==> config.mk <==
export PLATFORM = sky130hd
export DESIGN_NAME = linear_block_codec
export DESIGN_NICKNAME = d
export VERILOG_FILES = /design/src/design/lbc_pkg.sv /design/src/design/lbc_syndrome.sv /design/src/design/lbc_match.sv /design/src/design/lbc_correct.sv /design/src/design/linear_block_codec.sv
export SDC_FILE = /design/constraint.sdc
export NUM_CORES = 1
export LEC_CHECK = 0
export BUFFER_PORTS_ARGS = -buffer_cell sky130_fd_sc_hd__buf_4
export CAP_MARGIN = 20
export CELL_PAD_IN_SITES_DETAIL_PLACEMENT = 1
export CELL_PAD_IN_SITES_GLOBAL_PLACEMENT = 1
export CORE_ASPECT_RATIO = 0.7
export CORE_UTILIZATION = 30
export CTS_BUF_LIST = sky130_fd_sc_hd__clkbuf_8
export CTS_CLUSTER_DIAMETER = 40
export DETAILED_ROUTE_END_ITERATION = 8
export GPL_ROUTABILITY_DRIVEN = 0
export PLACE_DENSITY_LB_ADDON = 0.1
export REMOVE_ABC_BUFFERS = 1
export SETUP_SLACK_MARGIN = 0.05
export SKIP_CTS_REPAIR_TIMING = 1
export SLEW_MARGIN = 20
export SYNTH_ARGS = -nofsm -noshare
export SYNTH_HDL_FRONTEND = slang
export SYNTH_HIERARCHICAL = 1
export SYNTH_SLANG_ARGS = --single-unit
==> constraint.sdc <==
create_clock -name clock -period 3.6 [get_ports clock]
set_input_delay 0 -clock clock [delete_from_list [all_inputs] [get_ports clock]]
set_output_delay 0 -clock clock [all_outputs]
set_load 0.02 [all_outputs]
==> src/design/lbc_pkg.sv <==
package lbc_pkg;

   // Code dimensions.
   localparam int unsigned DATA_BITS   = 4;
   localparam int unsigned PARITY_BITS = 3;
   localparam int unsigned CODE_BITS   = DATA_BITS + PARITY_BITS;

   // Fixed field widths of the ports.
   localparam int unsigned WORD_W = 7;
   localparam int unsigned CFG_W  = 12;

   typedef logic [WORD_W-1:0]      word_type;
   typedef logic [CFG_W-1:0]       cfg_type;
   typedef logic [CODE_BITS-1:0]   code_type;
   typedef logic [DATA_BITS-1:0]   data_type;
   typedef logic [PARITY_BITS-1:0] syn_type;
   typedef logic [CODE_BITS-1:0]   match_type;

   typedef enum logic {
      MODE_ENCODE = 1'b0,
      MODE_DECODE = 1'b1
   } mode_type;

   // Stage 1 result: masked word and its syndrome (the parity when encoding).
   typedef struct packed {
      mode_type mode;
      code_type code;
      syn_type  syn;
   } s1_type;

   // Stage 2 result: adds which check rows equal the syndrome.
   typedef struct packed {
      mode_type  mode;
      code_type  code;
      syn_type   syn;
      match_type match;
   } s2_type;

   // Result item.
   typedef struct packed {
      word_type result_word;
      logic     corrected;
      logic     uncorrectable;
   } rsp_type;

   // Row r of the transposed check matrix [P ; I].
   function automatic syn_type check_row(cfg_type cfg, int unsigned r);
      syn_type row;
      row = '0;
      if (r < DATA_BITS) begin
         row = cfg[r*PARITY_BITS +: PARITY_BITS];
      end else begin
         row = syn_type'(1 << (r - DATA_BITS));
      end
      return row;
   endfunction

endpackage

==> src/design/lbc_syndrome.sv <==
module lbc_syndrome (
   input  logic              clock,
   input  logic              reset,
   input  lbc_pkg::cfg_type  cfg,
   input  logic              in_valid,
   output logic              in_ready,
   input  logic              in_mode,
   input  lbc_pkg::word_type in_word,
   output logic              out_valid,
   input  logic              out_ready,
   output lbc_pkg::s1_type   out_data
);

   logic            valid_ff, valid_in;
   lbc_pkg::s1_type data_ff, data_in;

   // The stage takes a new transfer when empty or when its content moves on.
   assign in_ready = !valid_ff || out_ready;
   assign valid_in = in_ready ? in_valid : valid_ff;

   // Mask the word to the bits in use and accumulate the check rows it selects.
   always_comb begin
      lbc_pkg::code_type code;
      lbc_pkg::syn_type  syn;
      code = in_word[lbc_pkg::CODE_BITS-1:0];
      if (lbc_pkg::mode_type'(in_mode) == lbc_pkg::MODE_ENCODE) begin
         code = lbc_pkg::code_type'(in_word[lbc_pkg::DATA_BITS-1:0]);
      end
      syn = '0;
      for (int unsigned r = 0; r < lbc_pkg::CODE_BITS; r++) begin
         if (code[r]) begin
            syn = syn ^ lbc_pkg::check_row(cfg, r);
         end
      end
      data_in.mode = lbc_pkg::mode_type'(in_mode);
      data_in.code = code;
      data_in.syn  = syn;
   end

   always_ff @(posedge clock) begin
      if (reset) begin
         valid_ff <= 1'b0;
      end else begin
         valid_ff <= valid_in;
      end
   end

   always_ff @(posedge clock) begin
      if (in_valid && in_ready) begin
         data_ff <= data_in;
      end
   end

   assign out_valid = valid_ff;
   assign out_data  = data_ff;

endmodule

==> src/design/lbc_match.sv <==
module lbc_match (
   input  logic             clock,
   input  logic             reset,
   input  lbc_pkg::cfg_type cfg,
   input  logic             in_valid,
   output logic             in_ready,
   input  lbc_pkg::s1_type  in_data,
   output logic             out_valid,
   input  logic             out_ready,
   output lbc_pkg::s2_type  out_data
);

   logic            valid_ff, valid_in;
   lbc_pkg::s2_type data_ff, data_in;

   assign in_ready = !valid_ff || out_ready;
   assign valid_in = in_ready ? in_valid : valid_ff;

   // Compare the syndrome against every row of the check matrix in parallel.
   always_comb begin
      data_in.mode = in_data.mode;
      data_in.code = in_data.code;
      data_in.syn  = in_data.syn;
      for (int unsigned r = 0; r < lbc_pkg::CODE_BITS; r++) begin
         data_in.match[r] = (lbc_pkg::check_row(cfg, r) == in_data.syn);
      end
   end

   always_ff @(posedge clock) begin
      if (reset) begin
         valid_ff <= 1'b0;
      end else begin
         valid_ff <= valid_in;
      end
   end

   always_ff @(posedge clock) begin
      if (in_valid && in_ready) begin
         data_ff <= data_in;
      end
   end

   assign out_valid = valid_ff;
   assign out_data  = data_ff;

endmodule

==> src/design/lbc_correct.sv <==
module lbc_correct (
   input  logic             clock,
   input  logic             reset,
   input  logic             in_valid,
   output logic             in_ready,
   input  lbc_pkg::s2_type  in_data,
   output logic             out_valid,
   input  logic             out_ready,
   output lbc_pkg::rsp_type out_data
);

   logic             valid_ff, valid_in;
   lbc_pkg::rsp_type data_ff, data_in;

   assign in_ready = !valid_ff || out_ready;
   assign valid_in = in_ready ? in_valid : valid_ff;

   // Pick the lowest matching row, flip that bit and form the result.
   always_comb begin
      lbc_pkg::match_type lowest;
      lbc_pkg::code_type  fixed;
      lowest = in_data.match & lbc_pkg::match_type'(~in_data.match + 1'b1);
      fixed  = in_data.code ^ lowest;
      data_in.corrected     = 1'b0;
      data_in.uncorrectable = 1'b0;
      unique case (in_data.mode)
         lbc_pkg::MODE_ENCODE: begin
            data_in.result_word = lbc_pkg::word_type'(
               {in_data.syn, in_data.code[lbc_pkg::DATA_BITS-1:0]});
         end
         lbc_pkg::MODE_DECODE: begin
            if (in_data.syn == '0) begin
               data_in.result_word =
                  lbc_pkg::word_type'(in_data.code[lbc_pkg::DATA_BITS-1:0]);
            end else if (|in_data.match) begin
               data_in.result_word =
                  lbc_pkg::word_type'(fixed[lbc_pkg::DATA_BITS-1:0]);
               data_in.corrected   = 1'b1;
            end else begin
               data_in.result_word =
                  lbc_pkg::word_type'(in_data.code[lbc_pkg::DATA_BITS-1:0]);
               data_in.uncorrectable = 1'b1;
            end
         end
         default: begin
            data_in.result_word = '0;
         end
      endcase
   end

   always_ff @(posedge clock) begin
      if (reset) begin
         valid_ff <= 1'b0;
      end else begin
         valid_ff <= valid_in;
      end
   end

   always_ff @(posedge clock) begin
      if (in_valid && in_ready) begin
         data_ff <= data_in;
      end
   end

   assign out_valid = valid_ff;
   assign out_data  = data_ff;

endmodule

==> src/design/linear_block_codec.sv <==
// Systematic linear block encoder and single-error syndrome decoder.
// Request channel (req_valid/req_ready): req_mode selects encode (0) or
// decode (1); req_word carries the data bits or the received codeword.
// Response channel (rsp_valid/rsp_ready): rsp_result_word holds the codeword
// or the recovered data bits, with rsp_corrected and rsp_uncorrectable flags.
// The user must write the generator's parity part via csr_wr_en/csr_wr_data
// only while no transfer is in flight; the block itself does not enforce it.
// A request reaches the response through three registered stages: one forms the
// syndrome, one compares it with every check row, and one picks the lowest match
// and fixes the data. One transfer per cycle is kept up while rsp_ready is high.
// Reset clears every stage's valid bit and the parity register to zero.
// When the receiver holds rsp_ready low, each full stage keeps its item and
// req_ready falls once all three stages are full; nothing is lost or repeated.
module linear_block_codec (
   input  logic              clock,
   input  logic              reset,
   input  logic              req_valid,
   output logic              req_ready,
   input  logic              req_mode,
   input  lbc_pkg::word_type req_word,
   output logic              rsp_valid,
   input  logic              rsp_ready,
   output lbc_pkg::word_type rsp_result_word,
   output logic              rsp_corrected,
   output logic              rsp_uncorrectable,
   input  logic              csr_wr_en,
   input  lbc_pkg::cfg_type  csr_wr_data
);

   lbc_pkg::cfg_type parity_ff;
   logic             s1_valid, s1_ready, s2_valid, s2_ready;
   lbc_pkg::s1_type  s1_data;
   lbc_pkg::s2_type  s2_data;
   lbc_pkg::rsp_type rsp_data;

   // Parity matrix register.
   always_ff @(posedge clock) begin
      if (reset) begin
         parity_ff <= '0;
      end else if (csr_wr_en) begin
         parity_ff <= csr_wr_data;
      end
   end

   lbc_syndrome u_syndrome (
      .clock     (clock),
      .reset     (reset),
      .cfg       (parity_ff),
      .in_valid  (req_valid),
      .in_ready  (req_ready),
      .in_mode   (req_mode),
      .in_word   (req_word),
      .out_valid (s1_valid),
      .out_ready (s1_ready),
      .out_data  (s1_data)
   );

   lbc_match u_match (
      .clock     (clock),
      .reset     (reset),
      .cfg       (parity_ff),
      .in_valid  (s1_valid),
      .in_ready  (s1_ready),
      .in_data   (s1_data),
      .out_valid (s2_valid),
      .out_ready (s2_ready),
      .out_data  (s2_data)
   );

   lbc_correct u_correct (
      .clock     (clock),
      .reset     (reset),
      .in_valid  (s2_valid),
      .in_ready  (s2_ready),
      .in_data   (s2_data),
      .out_valid (rsp_valid),
      .out_ready (rsp_ready),
      .out_data  (rsp_data)
   );

   assign rsp_result_word   = rsp_data.result_word;
   assign rsp_corrected     = rsp_data.corrected;
   assign rsp_uncorrectable = rsp_data.uncorrectable;

`ifndef SYNTHESIS
   // A response never claims both a correction and a failure.
   assert property (@(posedge clock) disable iff (reset)
      rsp_valid |-> !(rsp_corrected && rsp_uncorrectable))
      else $error("corrected and uncorrectable both set");

   // The request side only stalls when the whole pipeline is full and blocked.
   assert property (@(posedge clock) disable iff (reset)
      !req_ready |-> (rsp_valid && !rsp_ready))
      else $error("request stalled while the pipeline could advance");

   // The pipeline comes out of reset empty.
   assert property (@(posedge clock) disable iff (reset)
      $past(reset) |-> !rsp_valid)
      else $error("response valid right after reset");
`endif

endmodule

==> results <==
- The flow ran to the end, but the final reports show violations.
- The checks that failed: negative hold slack.
- Setup repair after global routing left no endpoint under its margin.
- Global routing used 12.0% of the available tracks across all layers.
- Leaving out fill and tap cells, the most frequent cell in the layout is sky130_fd_sc_hd__buf_4.
- At the later pin of the worst-skew pair, clock insertion delay measures 0.30 ns.
- The mean area per synthesized cell is 13.6 um^2.
- Data arrives at the worst endpoint at 1.77 ns.
- The post-place setup slack is ~2.2 ns.
- The synthesized netlist occupies a cell area of 2020 um^2.
- The die is 70.7 um tall.
- The power per cell area is 408 nW/um^2.
- For this design the top-level I/O count stands at 36.
- The fraction of final layout cells sized beyond drive strength 1 is about 23%.
- The per-cell via count in the routed design is 4.17.
- The highest ir drop seen on vdd is ~0.13 mV.
- Adding up every negative setup slack in the final design gives 0 ns.
- The initial antenna violation count came to 0.
- The terminus of the critical flop-to-flop path is u_syndrome/out_valid$_SDFFE_PP0N_.
- The library cells used most frequently in the layout, excluding fill and tap cells, are sky130_fd_sc_hd__buf_4, sky130_fd_sc_hd__edfxtp_1, sky130_fd_sc_hd__dlygate4sd3_1.
- The worst hold-check slack is -0.00278 ns.
- The setup slack of the most critical reg-to-reg path is roughly 2.1 ns.
- The number of cells traversed by the worst hold path is 3.
- For this design the static power due to leakage is 0.00108 uW.
- The total number of clock tree sinks is 47.
- The detailed-routing iteration count for the pre-antenna-repair pass is 2.
- The worst-case hold path end point is u_correct/out_valid$_SDFFE_PP0N_.
- Setup slack closes at approximately 2.1 ns.
- In the final design database the tool counted 238 nets.
- Summed over all layers, the global routing overflow is 0.
- The detailed router placed 1271 vias in this run.
- The TritonCTS clock tree is yes.
- The highest clock frequency the design can meet is 655 MHz.
- The setup skew after layout is 0.00696 ns.
- The count of endpoints failing setup in the final report is 0.
- The cell with the most instances on the worst path is sky130_fd_sc_hd__nand2b_1.
- For this configuration, the core starts out at a cell density of 31.8%.
- The area growth from synthesis to layout is 34.0%.
- The count of endpoints failing hold in the final timing report is 1.
- The via count of the first global-routing pass is 1221.
- Port buffering added 35 buffers.
- The setup path with the least slack is of type register to register.
- The launch point of the worst hold path is rsp_ready.
- Of all nets on the critical path, the largest fanout is 3.
- Entering global routing, the biggest net connects 16 pins.
- The final critical-path required period is 1.53 ns.
- The tightest min-delay check is of the input port to register type.
- The worst setup path is captured at a register.
- The layout has just over 700 filler cells.
- After the first detailed-routing iteration, the DRC count stood at 9.
- The die area is 7080 um^2.
- The number of max-slew violations in the final report is 0.
- Counting every instance in the synthesized netlist gives 149.
- The number of cells on the worst reg-to-reg path is 5.
- The floorplan has 24 rows.
- The number of CTS-inserted buffers is 5.
- The worst path required time is 3.84 ns.
- For this run, the number of Yosys warnings is 6.
- The final critical path takes up a little over two fifths of the cycle.
- The highest-delay cell along the critical path is sky130_fd_sc_hd__dlygate4sd3_1.
- The detail route stage leaves a number of antenna-violating nets equal to 0.
- The normalized max-slew margin is about three fifths.
- Detailed placement ended at an HPWL of 2860 um.
- The mean routed wirelength per cell is roughly 13 um.
- The critical register-to-register path startpoint is u_correct/out_valid$_SDFFE_PP0N_.
- The first global-routing pass estimated 6260 um of wire.
- The H-tree generated during clock tree synthesis spans 2 levels.
- The worst setup path is launched from a register.
- The width of the die is 100 um.
- The biggest cell delay along the critical path is 0.56 ns.
- The largest buffer count on any clock path is 2.
- The transition time of the tightest slew-check pin is 0.589 ns.
- The core region is 6370 um^2.
- The final total power is between 1000 and 1500 uW.
- For this run, design rule violations remaining after detail routing come to 0.
- The final antenna diode count is 0.
- After detailed routing, the total wire length is 4000 um.
- The tool flagged a number of max-cap violations equal to 0.
- The tree is rooted in a sky130_fd_sc_hd__clkbuf_8.
- The signal on the critical path passes through nand2b_1 > nand2b_1 > nand2b_1 > a21oi_1 > dlygate4sd3_1.
- After clock tree synthesis, the clock-pin slew on the worst setup and hold paths is ~0.08 ns.
metrics by stage:
step | instances | utilization, % | hold WS (ns) | instance area [um^2]
2_1_floorplan | 144 | - | 0.0691 | 1980
6_report | 305 | 42.6 | -0.00278 | 2710
3_5_place_dp | 270 | 37.0 | 0.211 | 2350
3_3_place_gp | 270 | 37.0 | 0.212 | 2350
4_1_cts | 278 | 38.3 | -0.113 | 2440
5_1_grt | 305 | 42.6 | 0.00523 | 2710
registers in the layout, indices dropped and copies added, names as in the netlist:
name / count
u_syndrome/out_valid: 1
u_correct/out_valid: 1
u_correct/out_data: 9
parity_ff: 12
u_syndrome/out_data: 8
u_match/out_valid: 1
u_match/out_data: 15
worst max path at each step:
| stage | cells past startpoint | start | to | slack (ns) |
|---|---|---|---|---|
| global placement | 3 | u_correct/out_valid$_SDFFE_PP0N_ | u_match/out_data[5]$_DFFE_PP_ | 2.20 |
| floorplan | 4 | u_correct/out_valid$_SDFFE_PP0N_ | u_syndrome/out_data[0]$_DFFE_PP_ | 2.10 |
| finish | 5 | u_correct/out_valid$_SDFFE_PP0N_ | u_syndrome/out_valid$_SDFFE_PP0N_ | 2.07 |
| CTS | 3 | u_correct/out_valid$_SDFFE_PP0N_ | u_match/out_data[7]$_DFFE_PP_ | 2.15 |
| global route | 5 | u_correct/out_valid$_SDFFE_PP0N_ | u_syndrome/out_valid$_SDFFE_PP0N_ | 1.94 |
| detailed placement | 3 | u_correct/out_valid$_SDFFE_PP0N_ | u_match/out_data[5]$_DFFE_PP_ | 2.16 |
critical path: cells and delay by family (launching register included):
family	cells	cell delay [ns]
simple gates	3	0.44
flops	1	0.34
buf+inv	1	0.56
compound gates	1	0.14
layout make-up:
cell class	instances	area, um^2	share of cell area, %
Multi-Input combinational cell	94	704	26.0
Tap cell	91	114	4.20
Timing Repair Buffer	62	533	19.7
Clock inverter	3	17.5	0.646
Sequential cell	47	1260	46.5
Clock buffer	5	68.8	2.54
Inverter	3	11.3	0.416
layer usage:
layer / up-vias / routed length (um) / track usage (%)
met5: - / 0 / 0
met4: 0 / 46 / 4.35
met3: 5 / 160 / 5.04
met2: 26 / 1920 / 18.6
met1: 601 / 1860 / 15.1
li1: 639 / - / -
power by group:
part / internal, uW / total, uW / switching, uW
logic: 85.1 / 146 / 61.1
registers: 615 / 647 / 32.6
clock network: 134 / 312 / 178
total: 834 / 1110 / 271
(Power assumes the default switching activity.)
